**src/rtl/utf8_to_codepoint_decoder_macros.svh**
```systemverilog
// ----------------------------------------------------------------------------
// UTF-8 decoder assertion macros
// Concurrent assertion wrappers clocked on clock, with an optional reset gate.
// ----------------------------------------------------------------------------
`ifndef UTF8_TO_CODEPOINT_DECODER_MACROS_SVH
`define UTF8_TO_CODEPOINT_DECODER_MACROS_SVH

`ifndef ASSERT_OFF

// check prop on every clock edge, idle while reset is high
`define U8CD_ASSERT(lbl, prop, msg) \
   lbl: assert property (@(posedge clock) disable iff (reset) prop) else $error(msg);

// check prop on every clock edge, reset included
`define U8CD_ASSERT_ALWAYS(lbl, prop, msg) \
   lbl: assert property (@(posedge clock) prop) else $error(msg);

`else

`define U8CD_ASSERT(lbl, prop, msg)

`define U8CD_ASSERT_ALWAYS(lbl, prop, msg)

`endif

`endif

```
**src/rtl/u8cd_pkg.sv**
```systemverilog
// ----------------------------------------------------------------------------
// UTF-8 decoder package
// Shared widths, the replacement codepoint, the lead length table and the
// result of one decode step.
// ----------------------------------------------------------------------------
package u8cd_pkg;

   localparam int BYTE_W    = 8;
   localparam int WIN_BYTES = 4;
   localparam int WIN_W     = BYTE_W * WIN_BYTES;
   localparam int CNT_W     = 3;
   localparam int LEN_W     = 3;
   localparam int CP_W      = 21;

   localparam logic [CP_W-1:0] REPLACEMENT_CP = 21'h00FFFD;

   typedef struct packed {
      logic             emit;
      logic             replaced;
      logic             last;
      logic [CNT_W-1:0] consume;
      logic [CP_W-1:0]  codepoint;
      logic [WIN_W-1:0] next_win;
   } u8cd_step_type;

   // sequence length from the high nibble of a lead byte; 0 = not a lead
   function automatic logic [LEN_W-1:0] lead_len(input logic [3:0] nibble);
      logic [LEN_W-1:0] len;
      unique case (nibble)
         4'h0, 4'h1, 4'h2, 4'h3,
         4'h4, 4'h5, 4'h6, 4'h7: len = 3'd1;
         4'h8, 4'h9, 4'hA, 4'hB: len = 3'd0;
         4'hC, 4'hD:             len = 3'd2;
         4'hE:                   len = 3'd3;
         default:                len = 3'd4;
      endcase
      return len;
   endfunction

endpackage

```
**src/rtl/u8cd_seq_check.sv**
```systemverilog
// ----------------------------------------------------------------------------
// UTF-8 sequence check
// Looks at the sequence starting at the head of the byte window, validates
// it and gives one result, how many bytes it consumes and the window after.
// ----------------------------------------------------------------------------
module u8cd_seq_check (
   input  logic [u8cd_pkg::WIN_W-1:0] win,
   input  logic [u8cd_pkg::CNT_W-1:0] avail,
   input  logic                       eot,
   output u8cd_pkg::u8cd_step_type    step
);
   import u8cd_pkg::*;

   logic [BYTE_W-1:0] b0, b1, b2, b3;
   logic [LEN_W-1:0]  len;
   logic [LEN_W-1:0]  next_len;
   logic              cont1, cont2, cont3;
   logic              ok;
   logic [CP_W-1:0]   cp;
   logic              emit;
   logic              replaced;
   logic              last;
   logic [CNT_W-1:0]  consume;
   logic [CP_W-1:0]   codepoint;
   logic [CNT_W-1:0]  rem;
   logic [WIN_W-1:0]  shifted;

   assign b0 = win[0*BYTE_W +: BYTE_W];
   assign b1 = win[1*BYTE_W +: BYTE_W];
   assign b2 = win[2*BYTE_W +: BYTE_W];
   assign b3 = win[3*BYTE_W +: BYTE_W];

   assign len   = lead_len(b0[7:4]);
   assign cont1 = (b1[7:6] == 2'b10);
   assign cont2 = (b2[7:6] == 2'b10);
   assign cont3 = (b3[7:6] == 2'b10);

   // marker, overlong and surrogate checks per length
   always_comb begin
      ok = 1'b0;
      cp = '0;
      unique case (len)
         3'd1: begin
            ok = 1'b1;
            cp = {14'd0, b0[6:0]};
         end
         3'd2: begin
            ok = (b0[7:5] == 3'b110) && cont1 && (b0[4:1] != 4'd0);
            cp = {10'd0, b0[4:0], b1[5:0]};
         end
         3'd3: begin
            ok = (b0[7:4] == 4'hE) && cont1 && cont2
                 && ((b0[3:0] != 4'd0) || b1[5])
                 && !((b0 == 8'hED) && (b1[7:5] == 3'b101));
            cp = {5'd0, b0[3:0], b1[5:0], b2[5:0]};
         end
         3'd4: begin
            ok = (b0[7:3] == 5'b11110) && cont1 && cont2 && cont3
                 && ((b0[2:0] != 3'd0) || (b1[5:4] != 2'd0));
            cp = {b0[2:0], b1[5:0], b2[5:0], b3[5:0]};
         end
         default: begin
            ok = 1'b0;
            cp = '0;
         end
      endcase
   end

   always_comb begin
      emit      = 1'b1;
      replaced  = 1'b1;
      consume   = 3'd1;
      codepoint = REPLACEMENT_CP;
      priority if (len == 3'd0) begin
         emit = 1'b1;
      end else if (len > avail) begin
         // hold an unfinished sequence unless the text ends here
         emit = eot;
      end else if (ok) begin
         replaced  = 1'b0;
         consume   = len;
         codepoint = cp;
      end else begin
         replaced = 1'b1;
      end
   end

   assign shifted  = win >> {consume, 3'b000};
   assign rem      = avail - consume;
   assign next_len = lead_len(shifted[7:4]);

   // last when nothing is left, or what is left waits for more bytes
   assign last = (rem == 3'd0)
                 || (!eot && (next_len != 3'd0) && (next_len > rem));

   // fields in the order of the step type
   assign step = {emit, replaced, last, consume, codepoint, shifted};

endmodule

```
**src/rtl/utf8_to_codepoint_decoder.sv**
```systemverilog
// ----------------------------------------------------------------------------
// UTF-8 to codepoint decoder
// Takes one UTF-8 byte per word and gives one codepoint word per decoded
// character, U+FFFD flagged as replaced for a bad or truncated sequence, in
// which case only the first byte is dropped and the rest is scanned again.
// Lead bytes F5-F7 and codepoints up to 0x1FFFFF pass. Each byte is taken in
// and then scanned once per result it causes, and at least once: a single
// sequence check unit decodes the head of a four-byte window and gives one
// result a cycle while the result side does not stall, and req_stall stays
// high while the window is being scanned. The last result of a byte carries
// rsp_run_last; a byte that only extends an unfinished sequence gives no
// result.
// ----------------------------------------------------------------------------
`include "utf8_to_codepoint_decoder_macros.svh"

module utf8_to_codepoint_decoder (
   input  logic                        clock,
   input  logic                        reset,
   input  logic                        req_valid,
   output logic                        req_stall,
   input  logic [u8cd_pkg::BYTE_W-1:0] req_in_byte,
   input  logic                        req_end_of_text,
   output logic                        rsp_valid,
   input  logic                        rsp_stall,
   output logic [u8cd_pkg::CP_W-1:0]   rsp_codepoint,
   output logic                        rsp_replaced,
   output logic                        rsp_run_last
);
   import u8cd_pkg::*;

   localparam logic ST_IDLE = 1'b0;
   localparam logic ST_SCAN = 1'b1;

   logic             state_ff, state_in;
   logic [WIN_W-1:0] win_ff, win_in;
   logic [CNT_W-1:0] cnt_ff, cnt_in;
   logic             eot_ff, eot_in;
   logic             rsp_valid_ff, rsp_valid_in;
   logic [CP_W-1:0]  rsp_codepoint_ff, rsp_codepoint_in;
   logic             rsp_replaced_ff, rsp_replaced_in;
   logic             rsp_run_last_ff, rsp_run_last_in;
   logic             out_free;
   u8cd_step_type    step;

   u8cd_seq_check u_seq_check (
      .win   (win_ff),
      .avail (cnt_ff),
      .eot   (eot_ff),
      .step  (step)
   );

   assign out_free  = !rsp_valid_ff || !rsp_stall;
   assign req_stall = (state_ff != ST_IDLE);

   always_comb begin
      state_in         = state_ff;
      win_in           = win_ff;
      cnt_in           = cnt_ff;
      eot_in           = eot_ff;
      rsp_valid_in     = rsp_valid_ff && rsp_stall;
      rsp_codepoint_in = rsp_codepoint_ff;
      rsp_replaced_in  = rsp_replaced_ff;
      rsp_run_last_in  = rsp_run_last_ff;
      unique case (state_ff)
         ST_IDLE: begin
            if (req_valid) begin
               // append the new byte behind the pending ones
               win_in[{cnt_ff[1:0], 3'b000} +: BYTE_W] = req_in_byte;
               cnt_in   = cnt_ff + 3'd1;
               eot_in   = req_end_of_text;
               state_in = ST_SCAN;
            end
         end
         default: begin
            if (out_free) begin
               if (step.emit) begin
                  rsp_valid_in     = 1'b1;
                  rsp_codepoint_in = step.codepoint;
                  rsp_replaced_in  = step.replaced;
                  rsp_run_last_in  = step.last;
                  win_in           = step.next_win;
                  cnt_in           = cnt_ff - step.consume;
                  if (step.last) begin
                     state_in = ST_IDLE;
                  end
               end else begin
                  state_in = ST_IDLE;
               end
            end
         end
      endcase
   end

   always_ff @(posedge clock) begin
      if (reset) begin
         state_ff     <= ST_IDLE;
         cnt_ff       <= '0;
         eot_ff       <= 1'b0;
         rsp_valid_ff <= 1'b0;
      end else begin
         state_ff     <= state_in;
         cnt_ff       <= cnt_in;
         eot_ff       <= eot_in;
         rsp_valid_ff <= rsp_valid_in;
      end
   end

   always_ff @(posedge clock) begin
      win_ff           <= win_in;
      rsp_codepoint_ff <= rsp_codepoint_in;
      rsp_replaced_ff  <= rsp_replaced_in;
      rsp_run_last_ff  <= rsp_run_last_in;
   end

   assign rsp_valid     = rsp_valid_ff;
   assign rsp_codepoint = rsp_codepoint_ff;
   assign rsp_replaced  = rsp_replaced_ff;
   assign rsp_run_last  = rsp_run_last_ff;

   `U8CD_ASSERT(a_idle_cnt_fits, (state_ff == ST_IDLE) |-> (cnt_ff <= 3'd3), "pending overflow")
   `U8CD_ASSERT(a_eot_drains, (state_ff == ST_SCAN && state_in == ST_IDLE && eot_ff) |=> (cnt_ff == 3'd0), "buffer not empty after end of text")
   `U8CD_ASSERT(a_replaced_cp, (rsp_valid && rsp_replaced) |-> (rsp_codepoint == REPLACEMENT_CP), "replaced word without U+FFFD")
   `U8CD_ASSERT(a_load_in_scan, $rose(rsp_valid) |-> $past(state_ff == ST_SCAN), "result loaded outside scan")

endmodule

```
**config.mk**
```make
export PLATFORM = sky130hd
export DESIGN_NAME = utf8_to_codepoint_decoder
export DESIGN_NICKNAME = d
export VERILOG_FILES = /design/src/rtl/u8cd_pkg.sv /design/src/rtl/u8cd_seq_check.sv /design/src/rtl/utf8_to_codepoint_decoder.sv
export VERILOG_INCLUDE_DIRS = /design/src /design/src/rtl
export SDC_FILE = /design/constraint.sdc
export NUM_CORES = 1
export LEC_CHECK = 0
export BUFFER_PORTS_ARGS = -buffer_cell sky130_fd_sc_hd__buf_2
export CAP_MARGIN = 10
export CORE_ASPECT_RATIO = 0.5
export CORE_MARGIN = 2
export CORE_UTILIZATION = 46
export CTS_CLUSTER_SIZE = 8
export DETAILED_ROUTE_END_ITERATION = 12
export GPL_ROUTABILITY_DRIVEN = 0
export HOLD_SLACK_MARGIN = 0.05
export PLACE_DENSITY = 0.67
export SYNTH_ARGS = -nofsm -noshare
export SYNTH_HDL_FRONTEND = slang
export SYNTH_HIERARCHICAL = 1
export SYNTH_SLANG_ARGS = --single-unit
```
**constraint.sdc**
```tcl
create_clock -name clock -period 4.3 [get_ports clock]
set_clock_uncertainty 0.05 [all_clocks]
set_input_delay 1.29 -clock clock [delete_from_list [all_inputs] [get_ports clock]]
set_output_delay 1.29 -clock clock [all_outputs]
set_load 0.02 [all_outputs]
```
==> impl_metrics.prom <==
# TYPE chip_impl_metric gauge
chip_impl_metric{name="clock_tree.buffer_depth",unit=""} 2
chip_impl_metric{name="power_report.internal_total",unit="mW"} 2.12
chip_impl_metric{name="seqCellArea",unit="um2"} 1770
chip_impl_metric{name="gr-usage-all-layers",unit="%"} 23.2
chip_impl_metric{name="power.static_leakage",unit="nW"} 1.76
chip_impl_metric{name="nets",unit=""} 425
chip_impl_metric{name="route.antenna.remaining_nets",unit=""} 0
chip_impl_metric{name="wl",unit="um"} 9970
chip_impl_metric{name="post-synth-top-area-fraction",unit="%"} 42.6
chip_impl_metric{name="placement.io_buffers",unit=""} 37
chip_impl_info{name="setup.worst_path.start_class",value="register"} 1
chip_impl_info{name="crit_chain",value="nand2_2 > buf_6 > or3_1 > a31oi_4 > buf_4 > nand3_2 > a21oi_1 > fa_2 > ha_1 > a21o_1 > a21oi_1 > a311oi_1 > o221ai_1 > o211ai_1 > o21ai_0 > a21oi_1 > nor2_1"} 1
chip_impl_metric{name="ioPinCount",unit=""} 38
chip_impl_metric{name="tightest_slew",unit="ps"} 863
chip_impl_metric{name="stdcell_count",unit=""} 513
chip_impl_metric{name="crit_fanout",unit=""} 12
chip_impl_info{name="clockRootBuffer",value="clkbuf_16"} 1
chip_impl_info{name="outcome",value="finished clean"} 1
chip_impl_metric{name="post-place-cells",unit=""} 491
chip_impl_metric{name="floorplan.core_area",unit="um2"} 8090
chip_impl_metric{name="hold_viol",unit=""} 0
chip_impl_metric{name="layout-drive-gt1-share",unit="%"} 23.9
chip_impl_metric{name="insertion_delay",unit="ps"} 330
chip_impl_metric{name="timing.max_cap.violations",unit=""} 0
chip_impl_metric{name="drv_slew",unit=""} 0
chip_impl_info{name="crit_family",value="compound AO/OA/AOI/OAI gates"} 1
chip_impl_metric{name="cts_inserted_buffers",unit=""} 9
chip_impl_metric{name="fp.dieH",unit="um"} 68.9
chip_impl_metric{name="antennaDiodeCount",unit=""} 0
chip_impl_metric{name="yosysSeqAreaShare",unit="%"} 45.7
chip_impl_metric{name="postSynthAreaPerCell",unit="um2"} 10.7
chip_impl_metric{name="drc_errors",unit=""} 0
chip_impl_metric{name="dieArea",unit="um2"} 9220
chip_impl_metric{name="final.fill_count",unit=""} 695
chip_impl_info{name="crit_path_top_cell_by_count",value="a21oi_1"} 1
chip_impl_info{name="synth_most_common_cell",value="edfxtp_1"} 1
chip_impl_metric{name="cts_max_level",unit=""} 3
chip_impl_metric{name="cp_slowest_stage_delay",unit="ps"} 540
chip_impl_metric{name="detail_route.iter0.violations",unit=""} 374
chip_impl_metric{name="synth_cells",unit=""} 361
chip_impl_info{name="cpMaxStageDelayCell",value="fa_2"} 1
chip_impl_metric{name="power_frac_comb",unit="%"} 47.4
chip_impl_metric{name="clkSlewWorstSetupHoldPaths",unit="ps"} 50
chip_impl_metric{name="ctsHoldBuffers",unit=""} 0
chip_impl_info{name="synth_area_leaders",value="edfxtp_1 (43%), a22o_1 (7.2%), ha_1 (4.2%)"} 1
chip_impl_metric{name="maxSlewHeadroom",unit="%"} 42.4
chip_impl_info{name="criticalPathCategory",value="reg -> reg"} 1
chip_impl_metric{name="grt_start_max_net_pins",unit=""} 28
chip_impl_metric{name="vias",unit=""} 3158
chip_impl_metric{name="power.ir.vdd_worst",unit="uV"} 267
chip_impl_info{name="class_of_the_worst_hold_path",value="reg -> reg"} 1
chip_impl_metric{name="grt_first_pass_wirelength",unit="um"} 15600
chip_impl_metric{name="setup_total_negative_slack",unit="ps"} 0
chip_impl_metric{name="required",unit="ps"} 4470
chip_impl_metric{name="sinks_on_the_clock_net",unit=""} 61
chip_impl_metric{name="cp_data_arrival_time",unit="ps"} 4310
chip_impl_metric{name="grt_pass1_vias",unit=""} 2828
chip_impl_metric{name="yosys_warnings",unit=""} 6
chip_impl_metric{name="routed_wire_length_per_instance",unit="um"} 19.4
chip_impl_metric{name="pwr-share-seq",unit="%"} 33.8
chip_impl_metric{name="number_of_synthesized_flops_with_an_enable_pin",unit=""} 55
chip_impl_info{name="worstSetupEndpointType",value="register"} 1
chip_impl_metric{name="switching_power_total",unit="mW"} 1.50
chip_impl_metric{name="initial_utilization",unit="%"} 47.9
chip_impl_metric{name="grt_overflow",unit=""} 0
chip_impl_metric{name="detail_route.first_pass.iterations",unit=""} 6
chip_impl_metric{name="ys_async_sr_fraction",unit="%"} 0
chip_impl_metric{name="timing.fmax",unit="MHz"} 242
chip_impl_metric{name="share_clk_of_total_power",unit="%"} 18.8
chip_impl_metric{name="area_growth_syn_to_layout",unit="%"} 16.1
chip_impl_metric{name="footprint_of_the_multi_input_gates",unit="um2"} 1870
chip_impl_metric{name="post-route-period-util",unit="%"} 96.3
chip_impl_info{name="synth_largest_area_cell",value="edfxtp_1"} 1
chip_impl_info{name="synth_commonest_cells",value="edfxtp_1 (55), a22o_1 (32), inv_1 (23)"} 1
chip_impl_metric{name="route.detailed.vias_per_inst",unit=""} 6.16
chip_impl_metric{name="power.share.switching",unit="%"} 41.4
chip_impl_metric{name="synth.lib_cells_used.distinct",unit=""} 68
chip_impl_metric{name="ys_seq_elements",unit=""} 61
chip_impl_metric{name="die_width",unit="um"} 134
chip_impl_metric{name="finalSetupViolations",unit=""} 0
chip_impl_metric{name="dp_hpwl",unit="um"} 7110
chip_impl_info{name="tritoncts",value="yes"} 1
chip_impl_metric{name="path_buf_inv",unit=""} 2
chip_impl_metric{name="pwr_density_cell",unit="nW/um2"} 802
chip_impl_metric{name="finalWorstPathRequiredPeriod",unit="ps"} 4140
chip_impl_info{name="dominantRegCellSynth",value="edfxtp_1"} 1
chip_impl_metric{name="grt_antenna_before_repair",unit=""} 0
chip_impl_metric{name="syn-cell-area",unit="um2"} 3880
chip_impl_metric{name="floorplan.rows",unit=""} 23
## sequential cells by signal, summed over array words and instances (netlist names)
name	count
rsp_valid	1
rsp_codepoint	21
req_stall	1
rsp_run_last	1
eot_ff	1
cnt_ff	3
win_ff	32
rsp_replaced	1
## routing by layer
metal / GRT usage, % / up-vias / part of all wire [%]
met2: 31.4 / 206 / 41
met3: 8.19 / 20 / 12
met4: 9.97 / 0 / 1.9
met1: 33.2 / 1490 / 45
li1: - / 1442 / -
met5: 0 / - / 0
## power by group through the flow
| stage | registers (mW) | logic (mW) | clock network (mW) |
|---|---|---|---|
| floorplan | 1.23 | 1.14 | 0 |
| global placement | 1.21 | 1.50 | 0 |
| detailed placement | 1.22 | 1.55 | 0 |
| CTS | 1.21 | 1.56 | 0.692 |
| global route | 1.25 | 1.86 | 0.714 |
| finish | 1.22 | 1.71 | 0.677 |
## tightest hold or removal path: stages, from the launching register on
cell and delay [ps]:
dfxtp_1 320, nand2_1 100, a21oi_1 80
## cell type report
cell class              instances  share of cell area [%]
clock buffers                  10                    5.09
multi-input cells             243                    41.5
well taps                     112                    3.11
clock inverters                 5                    1.17
flip-flops and latches         61                    39.4
repair buffers                 57                    7.70
inverters                      25                    2.09
## cell families (layout without fill, tap and decap cells)
group                    count (synthesis)  after routing  synth area share, %
AO/OA/AOI/OAI                          127            127                 25.3
XOR/XNOR                                 3              3                0.678
adder cells (fa/ha/maj)                 15             15                 5.23
buffers and inverters                   64             97                 8.55
flip-flops                              61             61                 45.7
multiplexers                             8              8                 2.36
other                                    1              8               0.0967
AND/OR/NAND/NOR                         82             82                 12.1
## path summary, 6_finish.rpt
path	startpoint	to	slack, ps	cells past startpoint
worst max-delay path	win_ff[7]$_DFFE_PP_	req_stall$_SDFF_PP0_	160	17
worst min-delay path	rsp_valid$_SDFF_PP0_	rsp_valid$_SDFF_PP0_	510	2
worst max register to register	win_ff[7]$_DFFE_PP_	req_stall$_SDFF_PP0_	160	17
worst min register to register	rsp_valid$_SDFF_PP0_	rsp_valid$_SDFF_PP0_	510	2
## repair_timing
action / in CTS / in global routing
setup endpoints to repair: 0 / 2
buffers inserted: 0 / 7
gates resized for setup: 0 / 14
## metrics by stage
stage               util, %  power (mW)  setup WS (ps)  hold slack (ps)  area (um2)
floorplan                 -        2.37           25.5              434        3940
global placement       50.8        2.71            273              463        4110
detailed placement     50.8        2.77           98.1              498        4110
CTS                    54.2        3.46           83.6              508        4390
global route           55.7        3.82          -19.4              528        4500
finish                 55.7        3.61            159              509        4500
## layout by cell type (no fill, tap or decap), types with 4 or more instances in the layout
master / n
edfxtp_1: 55
buf_2: 37
a22o_1: 32
inv_1: 23
nand2_1: 17
o21ai_0: 17
buf_4: 17
nor2_1: 12
ha_1: 12
a21oi_1: 11
clkbuf_16: 9
a22oi_1: 9
and3_1: 8
and2_1: 8
conb_1: 8
a221o_1: 7
o21a_1: 6
dfxtp_1: 6
o211ai_1: 6
nand3_1: 6
o2111ai_1: 6
nor2b_1: 5
nand2b_1: 5
mux2i_1: 5
o221ai_1: 4
No activity file was read; power rests on OpenSTA's default activity.
